## src/hw/rtl/assert_macros.svh

```systemverilog
// Assertion macros used by the checks in the top-level RTL file.
`ifndef ASSERT_MACROS_SVH
`define ASSERT_MACROS_SVH

// Checks that a condition holds at every rising edge outside reset.
`define B64E_ASSERT_ALWAYS(lbl, cond, msg) \
  lbl: assert property (@(posedge clk) disable iff (!rst_n) (cond)) else $error(msg);

// Checks that a condition holds in the cycle after a trigger.
`define B64E_ASSERT_NEXT(lbl, trig, cond, msg) \
  lbl: assert property (@(posedge clk) disable iff (!rst_n) (trig) |=> (cond)) else $error(msg);

`endif

```

## src/hw/rtl/b64e_pkg.sv

```systemverilog
// Package with the job type, group position codes and symbol alphabet of the encoder.
package b64e_pkg;

  // Position of the next byte within its three-byte group, one-hot.
  typedef enum logic [2:0] {
    POS_FIRST  = 3'b001,
    POS_SECOND = 3'b010,
    POS_THIRD  = 3'b100
  } b64e_pos_t;

  // One classified byte: the one or two 6-bit symbols it produces.
  typedef struct packed {
    logic [5:0] sym0;
    logic [5:0] sym1;
    logic       two;
    logic       last;
  } b64e_job_t;

  // Front-end state, visible for checks.
  typedef struct packed {
    b64e_pos_t  pos;
    logic [3:0] carry;
  } b64e_front_stat_t;

  // Queue handshake toward the front end.
  typedef struct packed {
    logic       push;
    b64e_job_t  job;
  } b64e_push_t;

  // Queue status toward the back end.
  typedef struct packed {
    logic       avail;
    b64e_job_t  job;
  } b64e_head_t;

  // Maps a 6-bit symbol to its base64url ASCII code.
  function automatic logic [6:0] sym_to_ascii(input logic [5:0] sym);
    logic [6:0] s;
    logic [6:0] code;
    s = {1'b0, sym};
    if (sym < 6'd26) begin
      code = s + 7'd65;
    end else if (sym < 6'd52) begin
      code = s + 7'd71;
    end else if (sym < 6'd62) begin
      code = s - 7'd4;
    end else if (sym == 6'd62) begin
      code = 7'd45;
    end else begin
      code = 7'd95;
    end
    return code;
  endfunction

endpackage

```

## src/hw/rtl/b64e_if.sv

```systemverilog
// Stream interfaces for raw input bytes and output characters.
interface b64e_byte_if;
  logic       valid;
  logic       ready;
  logic [7:0] in_byte;
  logic       in_last;

  modport source (output valid, output in_byte, output in_last, input ready);
  modport sink (input valid, input in_byte, input in_last, output ready);
endinterface

interface b64e_char_if;
  logic       valid;
  logic       ready;
  logic [6:0] out_char;
  logic       out_last;

  modport source (output valid, output out_char, output out_last, input ready);
  modport sink (input valid, input out_char, input out_last, output ready);
endinterface

```

## src/hw/rtl/b64e_front.sv

```systemverilog
// Front end: accepts bytes, tracks the group position and splits bits into symbols.
module b64e_front import b64e_pkg::*; (
  input  logic             clk,
  input  logic             rst_n,
  input  logic             in_valid,
  output logic             in_ready,
  input  logic [7:0]       in_byte,
  input  logic             in_last,
  input  logic             q_full,
  output b64e_push_t       push,
  output b64e_front_stat_t stat
);

  b64e_pos_t  pos_r;
  b64e_pos_t  pos_nxt;
  logic [3:0] carry_r;
  logic [3:0] carry_nxt;
  b64e_job_t  job;
  logic       take;

  // A word is taken whenever the queue has room.
  assign in_ready = !q_full;
  assign take     = in_valid && !q_full;

  // Split the byte against the leftover bits of the previous one.
  // Any code other than the second or third position is handled as the first.
  always_comb begin
    job.last = in_last;
    unique case (pos_r)
      POS_SECOND: begin
        job.sym0  = {carry_r[1:0], in_byte[7:4]};
        job.sym1  = {in_byte[3:0], 2'b00};
        job.two   = in_last;
        pos_nxt   = POS_THIRD;
        carry_nxt = in_byte[3:0];
      end
      POS_THIRD: begin
        job.sym0  = {carry_r[3:0], in_byte[7:6]};
        job.sym1  = in_byte[5:0];
        job.two   = 1'b1;
        pos_nxt   = POS_FIRST;
        carry_nxt = 4'd0;
      end
      default: begin
        job.sym0  = in_byte[7:2];
        job.sym1  = {in_byte[1:0], 4'b0000};
        job.two   = in_last;
        pos_nxt   = POS_SECOND;
        carry_nxt = {2'b00, in_byte[1:0]};
      end
    endcase
    // The end of a message starts a fresh group.
    if (in_last) begin
      pos_nxt   = POS_FIRST;
      carry_nxt = 4'd0;
    end
  end

  // Group state.
  always_ff @(posedge clk) begin
    if (!rst_n) begin
      pos_r   <= POS_FIRST;
      carry_r <= 4'd0;
    end else if (take) begin
      pos_r   <= pos_nxt;
      carry_r <= carry_nxt;
    end
  end

  assign push.push = take;
  assign push.job  = job;
  assign stat.pos   = pos_r;
  assign stat.carry = carry_r;

endmodule

```

## src/hw/rtl/b64e_queue.sv

```systemverilog
// Short job queue between the front end and the character back end.
module b64e_queue import b64e_pkg::*; #(
  parameter int DEPTH = 2
) (
  input  logic       clk,
  input  logic       rst_n,
  input  b64e_push_t push,
  output logic       full,
  input  logic       pop,
  output b64e_head_t head,
  output logic [$clog2(DEPTH+1)-1:0] level
);

  localparam int PW = (DEPTH > 1) ? $clog2(DEPTH) : 1;
  localparam int CW = $clog2(DEPTH + 1);

  b64e_job_t     slot_r [DEPTH];
  logic [PW-1:0] wr_ptr_r;
  logic [PW-1:0] rd_ptr_r;
  logic [CW-1:0] count_r;
  logic          do_push;
  logic          do_pop;

  assign full    = (count_r == CW'(DEPTH));
  assign do_push = push.push && !full;
  assign do_pop  = pop && (count_r != '0);

  // Storage slots.
  always_ff @(posedge clk) begin
    if (do_push) begin
      slot_r[wr_ptr_r] <= push.job;
    end
  end

  // Pointers and fill count.
  always_ff @(posedge clk) begin
    if (!rst_n) begin
      wr_ptr_r <= '0;
      rd_ptr_r <= '0;
      count_r  <= '0;
    end else begin
      if (do_push) begin
        wr_ptr_r <= (wr_ptr_r == PW'(DEPTH - 1)) ? '0 : wr_ptr_r + 1'b1;
      end
      if (do_pop) begin
        rd_ptr_r <= (rd_ptr_r == PW'(DEPTH - 1)) ? '0 : rd_ptr_r + 1'b1;
      end
      if (do_push && !do_pop) begin
        count_r <= count_r + 1'b1;
      end else if (do_pop && !do_push) begin
        count_r <= count_r - 1'b1;
      end
    end
  end

  assign head.avail = (count_r != '0);
  assign head.job   = slot_r[rd_ptr_r];
  assign level      = count_r;

endmodule

```

## src/hw/rtl/b64e_back.sv

```systemverilog
// Back end: emits one character per cycle while jobs are queued and the receiver is ready, through an output register.
module b64e_back import b64e_pkg::*; (
  input  logic       clk,
  input  logic       rst_n,
  input  b64e_head_t head,
  output logic       pop,
  output logic       out_valid,
  input  logic       out_ready,
  output logic [6:0] out_char,
  output logic       out_last,
  output logic       pend_valid
);

  logic       out_valid_r;
  logic [6:0] out_char_r;
  logic       out_last_r;
  logic       pend_valid_r;
  logic [5:0] pend_sym_r;
  logic       pend_last_r;
  logic       load;

  // The output register takes a new character when empty or being drained.
  assign load = !out_valid_r || out_ready;
  assign pop  = load && !pend_valid_r && head.avail;

  // Control registers.
  always_ff @(posedge clk) begin
    if (!rst_n) begin
      out_valid_r  <= 1'b0;
      pend_valid_r <= 1'b0;
    end else if (load) begin
      if (pend_valid_r) begin
        out_valid_r  <= 1'b1;
        pend_valid_r <= 1'b0;
      end else begin
        out_valid_r  <= head.avail;
        pend_valid_r <= head.avail && head.job.two;
      end
    end
  end

  // Payload registers: the pending second symbol goes first, then a new job.
  always_ff @(posedge clk) begin
    if (load) begin
      if (pend_valid_r) begin
        out_char_r <= sym_to_ascii(pend_sym_r);
        out_last_r <= pend_last_r;
      end else begin
        out_char_r  <= sym_to_ascii(head.job.sym0);
        out_last_r  <= head.job.last && !head.job.two;
        pend_sym_r  <= head.job.sym1;
        pend_last_r <= head.job.last;
      end
    end
  end

  assign out_valid  = out_valid_r;
  assign out_char   = out_char_r;
  assign out_last   = out_last_r;
  assign pend_valid = pend_valid_r;

endmodule

```

## src/hw/rtl/base64url_stream_encoder.sv

```systemverilog
// Top level of the base64url stream encoder.
// Encodes one raw byte per input word into base64url ASCII characters (A-Z, a-z, 0-9, '-',
// '_') with no padding; in_last closes a message, flushes any partial group with zero fill
// and marks the final character with out_last. The output delivers one character per
// cycle while the receiver is ready; over a long message it carries four characters
// per three bytes, and the single-character output register limits the byte intake rate.
// When nothing stalls, the first character of a byte passes the queue slot and then
// the output register before it is presented on the output. A queue of FIFO_DEPTH
// classified bytes separates the input from the output, so input ready depends only on
// that queue having room.
`include "assert_macros.svh"

module base64url_stream_encoder import b64e_pkg::*; #(
  parameter int FIFO_DEPTH = 2
) (
  input  logic         clk,
  input  logic         rst_n,
  b64e_byte_if.sink    in_ch,
  b64e_char_if.source  out_ch
);

  localparam int CW = $clog2(FIFO_DEPTH + 1);

  b64e_push_t       push;
  b64e_head_t       head;
  b64e_front_stat_t fstat;
  logic             q_full;
  logic             pop;
  logic             pend_valid;
  logic [CW-1:0]    q_level;
  logic             grp_clean;
  logic             last_shown;

  // Front end: byte intake and bit splitting.
  b64e_front u_front (
    .clk      (clk),
    .rst_n    (rst_n),
    .in_valid (in_ch.valid),
    .in_ready (in_ch.ready),
    .in_byte  (in_ch.in_byte),
    .in_last  (in_ch.in_last),
    .q_full   (q_full),
    .push     (push),
    .stat     (fstat)
  );

  // Job queue.
  b64e_queue #(
    .DEPTH (FIFO_DEPTH)
  ) u_queue (
    .clk   (clk),
    .rst_n (rst_n),
    .push  (push),
    .full  (q_full),
    .pop   (pop),
    .head  (head),
    .level (q_level)
  );

  // Back end: character output.
  b64e_back u_back (
    .clk        (clk),
    .rst_n      (rst_n),
    .head       (head),
    .pop        (pop),
    .out_valid  (out_ch.valid),
    .out_ready  (out_ch.ready),
    .out_char   (out_ch.out_char),
    .out_last   (out_ch.out_last),
    .pend_valid (pend_valid)
  );

  // Conditions used by the checks below.
  assign grp_clean  = (fstat.pos == POS_FIRST) && (fstat.carry == 4'd0);
  assign last_shown = out_ch.valid && out_ch.out_last;

  // The queue never holds more jobs than it has slots.
  `B64E_ASSERT_ALWAYS(a_queue_bound, q_level <= CW'(FIFO_DEPTH), "queue overfilled")

  // The front end never pushes into a full queue.
  `B64E_ASSERT_ALWAYS(a_no_push_full, !(push.push && q_full), "push into full queue")

  // After the last byte of a message the group restarts clean.
  `B64E_ASSERT_NEXT(a_last_resets, push.push && push.job.last, grp_clean, "group not reset")

  // A final character is never followed by a pending second symbol.
  `B64E_ASSERT_ALWAYS(a_last_no_pend, !(last_shown && pend_valid), "pending after final one")

endmodule

```

## src/flat_wrapper.sv

```systemverilog
// flat-port wrapper written by rule: the top's interface ports become plain ports
module base64url_stream_encoder_flat import b64e_pkg::*;
#(
  parameter int FIFO_DEPTH = 2
)
  (clk, rst_n, in_ch_valid, in_ch_in_byte, in_ch_in_last, in_ch_ready, out_ch_valid, out_ch_out_char, out_ch_out_last, out_ch_ready);
  b64e_byte_if in_ch_i ();
  b64e_char_if out_ch_i ();
  input  logic clk;
  input  logic rst_n;
  input wire logic [$bits(in_ch_i.valid)-1:0] in_ch_valid;
  input wire logic [$bits(in_ch_i.in_byte)-1:0] in_ch_in_byte;
  input wire logic [$bits(in_ch_i.in_last)-1:0] in_ch_in_last;
  output wire logic [$bits(in_ch_i.ready)-1:0] in_ch_ready;
  output wire logic [$bits(out_ch_i.valid)-1:0] out_ch_valid;
  output wire logic [$bits(out_ch_i.out_char)-1:0] out_ch_out_char;
  output wire logic [$bits(out_ch_i.out_last)-1:0] out_ch_out_last;
  input wire logic [$bits(out_ch_i.ready)-1:0] out_ch_ready;
  assign in_ch_i.valid = in_ch_valid;
  assign in_ch_i.in_byte = in_ch_in_byte;
  assign in_ch_i.in_last = in_ch_in_last;
  assign in_ch_ready = in_ch_i.ready;
  assign out_ch_valid = out_ch_i.valid;
  assign out_ch_out_char = out_ch_i.out_char;
  assign out_ch_out_last = out_ch_i.out_last;
  assign out_ch_i.ready = out_ch_ready;
  base64url_stream_encoder #(.FIFO_DEPTH(FIFO_DEPTH)) u_core (.clk(clk), .rst_n(rst_n), .in_ch(in_ch_i), .out_ch(out_ch_i));
endmodule
```

## config.mk

```make
export PLATFORM = sky130hd
export DESIGN_NAME = base64url_stream_encoder_flat
export DESIGN_NICKNAME = d
export VERILOG_FILES = /design/src/hw/rtl/b64e_pkg.sv /design/src/hw/rtl/b64e_if.sv /design/src/hw/rtl/b64e_front.sv /design/src/hw/rtl/b64e_queue.sv /design/src/hw/rtl/b64e_back.sv /design/src/hw/rtl/base64url_stream_encoder.sv /design/src/flat_wrapper.sv
export VERILOG_INCLUDE_DIRS = /design/src /design/src/hw/rtl
export SDC_FILE = /design/constraint.sdc
export NUM_CORES = 1
export LEC_CHECK = 0
export BUFFER_PORTS_ARGS = -buffer_cell sky130_fd_sc_hd__clkbuf_2
export CORE_ASPECT_RATIO = 0.7
export CORE_MARGIN = 10
export CORE_UTILIZATION = 45
export DETAILED_ROUTE_END_ITERATION = 6
export GPL_ROUTABILITY_DRIVEN = 0
export SLEW_MARGIN = 40
export SYNTH_ARGS = -nofsm -noshare
export SYNTH_HDL_FRONTEND = slang
export SYNTH_HIERARCHICAL = 1
export SYNTH_SLANG_ARGS = --single-unit
```

## constraint.sdc

```tcl
create_clock -name clk -period 2.5 [get_ports clk]
set_clock_uncertainty 0.15 [all_clocks]
set_input_delay 0.375 -clock clk [delete_from_list [all_inputs] [get_ports clk]]
set_output_delay 0.375 -clock clk [all_outputs]
set_load 0.005 [all_outputs]
```

==> results of run 1 <==
## area by class of cell
class	count	area, sq um	share of cell area
Clock inverter	5	56.30	0.01522
Timing Repair Buffer	38	230.2	0.06225
Clock buffer	11	141.4	0.03823
Multi-Input combinational cell	198	1513	0.4090
Sequential cell	57	1573	0.4252
Inverter	18	67.56	0.01827
Tap cell	94	117.6	0.03180
## stage by stage
step	util	instance area, sq um	power, uW	hold WS (ps)	setup WS [ps]
2_1_floorplan	-	3288	2930	293.5	15.16
6_report	0.5350	3699	4308	175.1	85.60
3_3_place_gp	0.5030	3477	3411	313.8	123.2
5_1_grt	0.5350	3699	4605	187.9	2.673
4_1_cts	0.5316	3675	4268	160.5	80.74
3_5_place_dp	0.5030	3477	3403	326.6	85.39
## flip-flops by register name, indices dropped and copies added (netlist names), named ones only
signal                     flops
u_core/u_queue/level           2
u_core/u_back/pend_valid       1
u_core/u_front/carry_r         4
u_core/u_back/pend_last_r      1
u_core/u_back/out_valid        1
u_core/u_queue/rd_ptr_r        1
u_core/u_back/pend_sym_r       6
u_core/u_queue/wr_ptr_r        1
u_core/u_back/out_char         7
u_core/u_queue/slot_r         28
u_core/u_front/pos_r           3
u_core/u_back/out_last         1
## repair_timing
item,CTS,global route
buffers inserted,0,1
resized for setup,0,4
setup endpoints to repair,0,2
## cell usage after synthesis (4+ instances only)
master,n
ha_1,11
nand4_1,4
nand3_1,9
o21ai_0,6
buf_4,4
a21o_1,10
buf_2,7
nor2_1,11
nand2b_1,5
and2_1,6
clkbuf_1,7
buf_6,4
nand3b_1,4
nor3_1,4
and3_1,4
nand2_1,12
mux2_2,14
edfxtp_1,43
a21oi_1,9
dfxtp_1,14
inv_1,16
a211oi_1,5
a22o_1,11
## worst max path at each step
stage,from,end,slack (ps),depth (start not counted)
CTS,flop,u_core/u_back/out_char[4]$_DFFE_PN_,80,7
floorplan,flop,u_core/u_back/out_char[4]$_DFFE_PN_,20,9
global route,u_core/u_back/pend_sym_r[3]$_DFFE_PP_,u_core/u_back/out_char[4]$_DFFE_PN_,3,6
global placement,u_core/u_back/pend_sym_r[3]$_DFFE_PP_,u_core/u_back/out_char[4]$_DFFE_PN_,120,6
finish,u_core/u_back/pend_sym_r[3]$_DFFE_PP_,u_core/u_back/out_char[4]$_DFFE_PN_,90,6
detailed placement,flop,u_core/u_back/out_char[4]$_DFFE_PN_,90,7
## layout by cell type, fill, tap and decap left out, drive strengths merged, types with 4 or more instances in the layout
cell type | synthesis | layout
a211oi | 5 | 5
a21boi | 4 | 4
a21o | 10 | 10
a21oi | 10 | 10
a22o | 11 | 11
and2 | 7 | 7
and3 | 4 | 4
buf | 16 | 16
clkbuf | 7 | 33
dfxtp | 14 | 14
edfxtp | 43 | 43
ha | 11 | 11
inv | 18 | 18
mux2 | 15 | 15
nand2 | 12 | 12
nand2b | 6 | 6
nand3 | 10 | 10
nand3b | 4 | 4
nand4 | 4 | 4
nor2 | 11 | 11
nor3 | 5 | 5
o21ai | 8 | 8
## power by group
part	leakage (uW)	switching, uW	internal [uW]
Sequential	0.000534	151	1360
Combinational	0.000791	1110	842
Clock	0.0000993	361	485
## worst max-delay path: stages, from the launching register on
cell and delay [ps]:
edfxtp_1 490, inv_1 80, ha_1 230, and3b_1 400, nand4_1 190, a311oi_1 460
o22ai_1 150
## cells by family after synthesis
group,share of synthesized area
buffers and inverters,0.06341
muxes,0.05462
adders and majority gates,0.04202
AOI/OAI and AO/OA,0.1921
xor gates and xnor gates,0.01070
DFF,0.4798
and+or+nand+nor,0.1574
## layer usage
metal  GRT usage  vias to the layer above  part of all wire  wire length (um)
met3     0.04391                        8             0.068               487
met5           0                        -                 0                 0
met4     0.04455                        0             0.012                85
li1            -                     1184                 -                 -
met1      0.1887                     1152              0.51              3645
met2      0.1695                       88              0.41              2891
==> reports/qor.yml, run 1 <==
die_w_um: 122.0
cells_after_synth: 296
wirelength_um: 7110
edff_count_synth: 43
globalRouteTotalUtil: 0.1293
cp_data_required_time_ps: 2410
worst_setup_hold_path_clk_slew_ps: 60
hold_depth: 1
fmax_ghz: 0.4142
place_hpwl_um: 5144
numCtsBuffers: 9
cell_types_with_the_largest_area_share_after_synthesis: "edfxtp_1 39%, dfxtp_1 8.6%, mux2_2 4.8%"
worstReg2RegEnd: "u_core/u_back/out_char[4]$_DFFE_PN_"
netlist.area_leader.share: 0.3942
seq_area_frac_synth: 0.4798
maxCapViolCount: 0
detail_route.first_pass.iterations: 4
tritoncts: "built"
cts-htree-levels: 3
async_reset_ff_frac: 0
postCtsHoldBufs: 0
initial_core_util: 0.4738
finalSetupViolCount: 0
antenna_violating_nets_post_route: 0
period_minus_slack_ps: 2414
setup_total_neg_slack_ps: 0
mappedNetlistNets: 320
placed_cells_incl_taps: 404
global_route_wire_length_before_repair_um: 11580
timing.max_slew.rel_slack: 0.6807
timing.final.crit_share: 0.9658
p_leak_uw: 0.001425
detail_route.drc_violations: 0
fin_nets: 346
antenna_found_initial: 0
grt_start_max_net_pins: 20
worstRegToRegCells: 6
globalRouteOverflowTotal: 0
clkSinkCount: 57
final-hold-violation-count: 0
post_synthesis_area_per_instance_sq_um: 11.07
worstSetupPathType: "reg2reg"
layout-drive-gt1-share: 0.2508
post_synth_instance_area_sq_um: 3276
timing.final.max_slew_violations: 0
synth-seq-cells: 57
wl_per_cell_um: 16.89
fillerInstances: 632
holdCritPathClass: "in2reg"
whs_endpoint: "u_core/u_queue/slot_r[1][0]$_DFFE_PP_"
antenna_cells: 0
grt_pass1_vias: 2245
port_buffers: 22
startpoint_type: "flop"
routed_via_density: 5.777
fp.dieArea_sq_um: 11150
power.density_cell_area_nw_per_um2: 1165
post-synth-top-area-cell: "edfxtp_1"
die_ht_um: 91.38
post_synth_num_cell_types: 71
insertion_delay_ps: 330
ys.warnings.count: 6
vdd_drop_max_uv: 427.7
worstHoldStart: "in_ch_in_last"
floorplan.core_area_sq_um: 6913
floorplan.io_pins: 23
clockRootBuffer: "clkbuf_8"
post_layout_nonfiller_instances: 421
ys_dominant_reg_cell: "edfxtp_1"
ff2ff_setup_slack_ps: 90
worstSetupEndpointType: "flop"
timing_worst_slew_pin_value_ps: 477.2
timing.critical_path.fanout_max: 7
setup_repair_after_global_routing_missed_its_margin: "no"
cts_max_path_buffers: 2
area_delta_synth_final_pct: 12.91
drtIter0Drc: 311
outcome: "finished, final reports clean"
crit-reg2reg-launch: "u_core/u_back/pend_sym_r[3]$_DFFE_PP_"
routed-via-count: 2432
cp_data_arrival_time_ps: 2330
std_cell_rows: 25
(Power assumes the default switching activity.)
==> run 2, diff against run 1 <==
RECOVER_POWER = 25   (was unset)
==> reports/qor.yml, run 2 (same netlist as run 1, synthesis figures left out) <==
startpoint_type: "flop"  # unchanged
largest_reg_flops: 28  # unchanged
clkSinkCount: 57  # unchanged
floorplan.core_area_sq_um: 6913  # unchanged
power.density_cell_area_nw_per_um2: 1164  # was 1165 nW/um^2
p_switching_uw: 1619  # was 1625 uW
fmax_ghz: 0.4142  # about the same
layout.cells.most_common_list: "43 x edfxtp_1, 16 x clkbuf_2, 15 x inv_1, 14 x buf_4, 14 x mux2_2"  # was 43 x edfxtp_1, 22 x clkbuf_2, 16 x buf_4, 15 x inv_1, 14 x mux2_2
p_leak_uw: 0.001399  # was 0.001425 uW
routed_via_density: 5.741  # was 5.777
die_ht_um: 91.38  # unchanged
global_route_wire_length_before_repair_um: 11580  # unchanged
die_w_um: 122.0  # unchanged
grt_pass1_vias: 2245  # unchanged
worstRegToRegCells: 6  # unchanged
timing.final.max_slew_violations: 0  # unchanged
clockRootBuffer: "clkbuf_8"  # unchanged
detail_route.first_pass.iterations: 4  # unchanged
post_layout_nonfiller_instances: 421  # unchanged
place_hpwl_um: 5144  # unchanged
cts_max_path_buffers: 2  # unchanged
clkPwrFrac: 0.197  # was 0.196
antenna_violating_nets_post_route: 0  # unchanged
holdCritPathClass: "in2reg"  # unchanged
fp.dieArea_sq_um: 11150  # unchanged
port_buffers: 22  # unchanged
routed-via-count: 2417  # was 2432
area_delta_synth_final_pct: 12.45  # was 12.91%
comb_power_share: 0.451  # was 0.454
wirelength_um: 7072  # was 7110 um
cp_data_arrival_time_ps: 2330  # about the same
insertion_delay_ps: 330  # about the same
postCtsHoldBufs: 0  # unchanged
timing.max_slew.rel_slack: 0.5939  # was 0.6807
grt_start_max_net_pins: 20  # unchanged
final-hold-violation-count: 0  # unchanged
timing.final.crit_share: 0.9657  # was 0.9658
initial_core_util: 0.4738  # unchanged
final_common_cell: "edfxtp_1"  # unchanged
power.share.sequential: 0.352  # was 0.350
crit-reg2reg-launch: "u_core/u_back/pend_sym_r[3]$_DFFE_PP_"  # unchanged
outcome: "finished, final reports clean"  # unchanged
setup_slack_ps: 85.83  # was 85.60 ps
maxCapViolCount: 0  # unchanged
globalRouteOverflowTotal: 0  # unchanged
ff2ff_setup_slack_ps: 90  # about the same
detail_route.drc_violations: 0  # unchanged
critical_path.cell_chain: "inv_1 > ha_1 > and3b_1 > nand4_1 > a311oi_1 > o22ai_1"  # unchanged
cts-htree-levels: 3  # unchanged
fin_area_sq_um: 3684  # was 3699 sq um
wl_per_cell_um: 16.80  # was 16.89 um
worstSetupPathType: "reg2reg"  # unchanged
worst_setup_hold_path_clk_slew_ps: 60  # about the same
registers.top_by_ff_count: "u_core/u_queue/slot_r"  # unchanged
std_cell_rows: 25  # unchanged
period_minus_slack_ps: 2414  # about the same
worstSetupEndpointType: "flop"  # unchanged
setup_total_neg_slack_ps: 0  # unchanged
pre_cts_ws_ps: 85.39  # unchanged
worstHoldStart: "in_ch_in_byte[3]"  # was in_ch_in_last
fin_nets: 346  # unchanged
worstReg2RegEnd: "u_core/u_back/out_char[4]$_DFFE_PN_"  # unchanged
power_switching_share: 0.3775  # was 0.3771
drtIter0Drc: 316  # was 311
finalSetupViolCount: 0  # unchanged
layout-drive-gt1-share: 0.2263  # was 0.2508
cp_data_required_time_ps: 2410  # about the same
numCtsBuffers: 9  # unchanged
timing_worst_slew_pin_value_ps: 609.2  # was 477.2 ps
tritoncts: "built"  # unchanged
vdd_drop_max_uv: 428.1  # was 427.7 uV
hold_depth: 3  # was 1
critical_path.max_stage_delay_ps: 490  # about the same
timing.critical_path.fanout_max: 7  # unchanged
setup_repair_after_global_routing_missed_its_margin: "no"  # unchanged
placed_cell_area_sq_um: 3477  # unchanged
floorplan.io_pins: 23  # unchanged
power_report.internal_total_uw: 2670  # was 2683 uW
cp_max_stage_cell: "edfxtp_1"  # unchanged
worst_hold_slack_ps: 178.7  # was 175.1 ps
whs_endpoint: "u_core/u_front/carry_r[3]$_SDFFE_PN0P_"  # was u_core/u_queue/slot_r[1][0]$_DFFE_PP_
placed_cells_incl_taps: 404  # unchanged
antenna_found_initial: 0  # unchanged
antenna_cells: 0  # unchanged
globalRouteTotalUtil: 0.1293  # unchanged
-- run 2: per-layer routing --
| metal | vias up | wire [um] | track usage |
|---|---|---|---|
| li1 | 1184 | - | - |
| met1 | 1145 | 3671 | 0.1887 |
| met2 | 81 | 2853 | 0.1695 |
| met3 | 7 | 473 | 0.04391 |
| met4 | 0 | 74 | 0.04455 |
| met5 | - | 0 | 0 |
-- run 2: what timing repair did --
action                                  4_1_cts  5_1_grt
setup buffers                                 0        1
endpoints found under the setup margin        0        2
gates resized for setup                       0        4
-- run 2: power groups by stage --
| stage | combinational [uW] | clock (uW) | sequential (uW) |
|---|---|---|---|
| 2_1_floorplan | 1440 | 0 | 1490 |
| 3_3_place_gp | 1890 | 0 | 1520 |
| 3_5_place_dp | 1880 | 0 | 1520 |
| 4_1_cts | 1890 | 870 | 1510 |
| 5_1_grt | 2140 | 909 | 1540 |
| 6_report | 1940 | 845 | 1510 |
-- run 2: critical path: cells and delay by family, from the launching register on --
kind,cells,cell delay (ps)
simple gates,2,590
buf+inv,1,80
compound gates,2,610
flops,1,490
fa+ha+maj,1,230
-- run 2: per-stage QoR --
stage                 util  total power, uW
floorplan                -             2930
global placement    0.5030             3411
detailed placement  0.5030             3403
CTS                 0.5316             4268
global route        0.5329             4590
finish              0.5329             4289
-- run 2: how the worst max path moves through the flow --
stage / from / to / slack (ps) / depth (start not counted)
detailed placement: flop / u_core/u_back/out_char[4]$_DFFE_PN_ / 90 / 7
global route: u_core/u_back/pend_sym_r[3]$_DFFE_PP_ / u_core/u_back/out_char[4]$_DFFE_PN_ / 3 / 6
global placement: u_core/u_back/pend_sym_r[3]$_DFFE_PP_ / u_core/u_back/out_char[4]$_DFFE_PN_ / 120 / 6
finish: u_core/u_back/pend_sym_r[3]$_DFFE_PP_ / u_core/u_back/out_char[4]$_DFFE_PN_ / 90 / 6
CTS: flop / u_core/u_back/out_char[4]$_DFFE_PN_ / 80 / 7
floorplan: flop / u_core/u_back/out_char[4]$_DFFE_PN_ / 20 / 9
-- run 2: layout make-up --
type	instances	area, sq um
inverters	18	67.56
well taps	94	117.6
multi-input cells	198	1513
flip-flops and latches	57	1573
clock inverters	5	56.30
fillers	641	3229
repair buffers	38	215.2
clock buffers	11	141.4
==> run 3, diff against run 2 <==
--- a/config.mk
+++ b/config.mk
@@ -11,7 +11,9 @@
 export CORE_MARGIN = 10
 export CORE_UTILIZATION = 45
+export CTS_CLUSTER_SIZE = 28
 export DETAILED_ROUTE_END_ITERATION = 6
 export GPL_ROUTABILITY_DRIVEN = 0
 export RECOVER_POWER = 25
+export REMOVE_ABC_BUFFERS = 1
 export SLEW_MARGIN = 40
 export SYNTH_ARGS = -nofsm -noshare
==> constraint.sdc (replaced) <==
create_clock -name clk -period 2.5 [get_ports clk]
set_clock_uncertainty 0.15 [all_clocks]
set_input_delay 0.5 -clock clk [delete_from_list [all_inputs] [get_ports clk]]
set_output_delay 0.5 -clock clk [all_outputs]
set_load 0.005 [all_outputs]
==> reports/qor.yml, run 3 (same netlist as run 1, synthesis figures left out) <==
report.power.total_uw: 4144  # was 4289 uW
registers.top_by_ff_count: "u_core/u_queue/slot_r"  # unchanged
numCtsBuffers: 9  # unchanged
power_report.internal_total_uw: 2572  # was 2670 uW
comb_power_share: 0.458  # was 0.451
setup_repair_after_global_routing_missed_its_margin: "no"  # unchanged
initial_core_util: 0.4738  # unchanged
grt_start_max_net_pins: 20  # unchanged
cp_data_required_time_ps: 2430  # was 2410 ps
worstReg2RegEnd: "u_core/u_back/out_char[2]$_DFFE_PN_"  # was u_core/u_back/out_char[4]$_DFFE_PN_
whs_endpoint: "u_core/u_back/pend_valid$_SDFFE_PN0N_"  # was u_core/u_front/carry_r[3]$_SDFFE_PN0P_
global_route_wire_length_before_repair_um: 11300  # was 11580 um
power_switching_share: 0.3793  # was 0.3775
tritoncts: "built"  # unchanged
drtIter0Drc: 274  # was 316
place_hpwl_um: 5010  # was 5144 um
postCtsHoldBufs: 0  # unchanged
critical_path_buf_inv_count: 1  # unchanged
startpoint_type: "flop"  # unchanged
cp_max_stage_cell: "edfxtp_1"  # unchanged
area_delta_synth_final_pct: 11.42  # was 12.45%
port_buffers: 22  # unchanged
finalSetupViolCount: 0  # unchanged
critical_path.cell_chain: "inv_1 > ha_1 > and3b_1 > o211ai_1 > or3_1 > a32o_1"  # was inv_1 > ha_1 > and3b_1 > nand4_1 > a311oi_1 > o22ai_1
insertion_delay_ps: 330  # about the same
cts_max_path_buffers: 2  # unchanged
fin_area_sq_um: 3650  # was 3684 sq um
routed-via-count: 2394  # was 2417
globalRouteOverflowTotal: 0  # unchanged
cp_data_arrival_time_ps: 2320  # was 2330 ps
std_cell_rows: 25  # unchanged
floorplan.core_area_sq_um: 6913  # unchanged
period_minus_slack_ps: 2390  # was 2414 ps
timing.critical_path.fanout_max: 7  # unchanged
maxCapViolCount: 0  # unchanged
worst_hold_slack_ps: 331.2  # was 178.7 ps
worst_setup_hold_path_clk_slew_ps: 70  # was 60 ps
cpLargestDelayFamily: "simple AND/OR/NAND/NOR gates"  # was compound AO/OA/AOI/OAI gates
critical_path.max_stage_delay_ps: 490  # about the same
fmax_ghz: 0.4184  # was 0.4142 GHz
detail_route.first_pass.iterations: 4  # unchanged
power.share.sequential: 0.367  # was 0.352
final-hold-violation-count: 0  # unchanged
worstHoldStart: "out_ch_ready"  # was in_ch_in_byte[3]
ff2ff_setup_slack_ps: 110  # was 90 ps
p_leak_uw: 0.001405  # was 0.001399 uW
post_route_core_utilization: 0.5280  # was 0.5329
clkPwrFrac: 0.175  # was 0.197
worstRegToRegCells: 6  # unchanged
outcome: "finished, final reports clean"  # unchanged
holdCritPathClass: "in2reg"  # unchanged
die_ht_um: 91.38  # unchanged
clkSinkCount: 57  # unchanged
crit-reg2reg-launch: "u_core/u_back/pend_sym_r[3]$_DFFE_PP_"  # unchanged
wl_per_cell_um: 16.26  # was 16.80 um
cts-htree-levels: 3  # unchanged
power.density_cell_area_nw_per_um2: 1135  # was 1164 nW/um^2
die_w_um: 122.0  # unchanged
detail_route.drc_violations: 0  # unchanged
post_cts_resize_count: 0  # unchanged
clockRootBuffer: "clkbuf_8"  # unchanged
timing.final.max_slew_violations: 0  # unchanged
layout-drive-gt1-share: 0.2280  # was 0.2263
globalRouteTotalUtil: 0.1261  # was 0.1293
timing.final.crit_share: 0.9560  # was 0.9657
p_switching_uw: 1572  # was 1619 uW
post_cts_buffers: 0  # unchanged
largest_reg_flops: 28  # unchanged
final_common_cell: "edfxtp_1"  # unchanged
antenna_violating_nets_post_route: 0  # unchanged
antenna_cells: 0  # unchanged
fin_nets: 348  # was 346
floorplan.io_pins: 23  # unchanged
worstSetupEndpointType: "flop"  # unchanged
timing.max_slew.rel_slack: 0.5872  # was 0.5939
antenna_found_initial: 0  # unchanged
routed_via_density: 5.660  # was 5.741
hold_depth: 4  # was 3
vdd_drop_max_uv: 415.9  # was 428.1 uV
setup_total_neg_slack_ps: 0  # unchanged
fp.dieArea_sq_um: 11150  # unchanged
layout.cells.most_common_list: "43 x edfxtp_1, 21 x clkbuf_2, 16 x inv_1, 15 x buf_4"  # was 43 x edfxtp_1, 16 x clkbuf_2, 15 x inv_1, 14 x buf_4, 14 x mux2_2
wirelength_um: 6879  # was 7072 um
grt_pass1_vias: 2220  # was 2245
placed_cell_area_sq_um: 3498  # was 3477 sq um
worstSetupPathType: "reg2reg"  # unchanged
timing_worst_slew_pin_value_ps: 619.2  # was 609.2 ps
run 3: cell count changes in the layout (fill, tap and decap cells not counted), moves of 2 or more:
cell	change
clkbuf_2	+5
clkbuf_1	-3
and2_0	+2
and2_1	-2
clkinv_2	+2
run 3: power by group through the flow:
| stage | Sequential [uW] | Clock (uW) | Combinational [uW] |
|---|---|---|---|
| 2_1_floorplan | 1570 | 0 | 1210 |
| 3_3_place_gp | 1530 | 0 | 1870 |
| 3_5_place_dp | 1540 | 0 | 1870 |
| 4_1_cts | 1520 | 752 | 1890 |
| 5_1_grt | 1550 | 792 | 2100 |
| 6_report | 1520 | 725 | 1900 |
run 3: worst max path at each step:
stage,from,to,slack [ps],cells after the start
floorplan,flop,u_core/u_back/out_char[4]$_DFFE_PN_,-100,7
global placement,flop,u_core/u_back/out_char[1]$_DFFE_PN_,90,6
detailed placement,flop,u_core/u_back/out_char[1]$_DFFE_PN_,40,6
CTS,flop,u_core/u_back/out_char[1]$_DFFE_PN_,20,6
global route,flop,u_core/u_back/out_char[1]$_DFFE_PN_,20,6
finish,u_core/u_back/pend_sym_r[3]$_DFFE_PP_,u_core/u_back/out_char[2]$_DFFE_PN_,110,6
run 3: worst min-delay path, cell delays in order:
cell and delay, ps:
clkbuf_2 80, nor2b_1 70, nand2_1 70, a21boi_1 50
run 3: per-stage QoR:
stage | setup WS (ps) | std cells
6_report | 110.1 | 423
5_1_grt | 21.97 | 423
4_1_cts | 19.07 | 423
3_5_place_dp | 42.32 | 407
3_3_place_gp | 91.79 | 407
2_1_floorplan | -98.63 | 273
run 3: layer usage:
layer | track usage | up-vias | wire length, um
met2 | 0.1650 | 86 | 2845
met1 | 0.1793 | 1122 | 3574
met4 | 0.04158 | 0 | 19
met3 | 0.05195 | 2 | 439
li1 | - | 1184 | -
met5 | 0 | - | 0
run 3: final cells by class:
cell class / count / area, sq um
repair buffers: 40 / 232.7
clock inverters: 4 / 20.02
clock buffers: 12 / 145.1
multi-input cells: 198 / 1494
inverters: 18 / 67.56
well taps: 94 / 117.6
flip-flops and latches: 57 / 1573
fillers: 614 / 3263
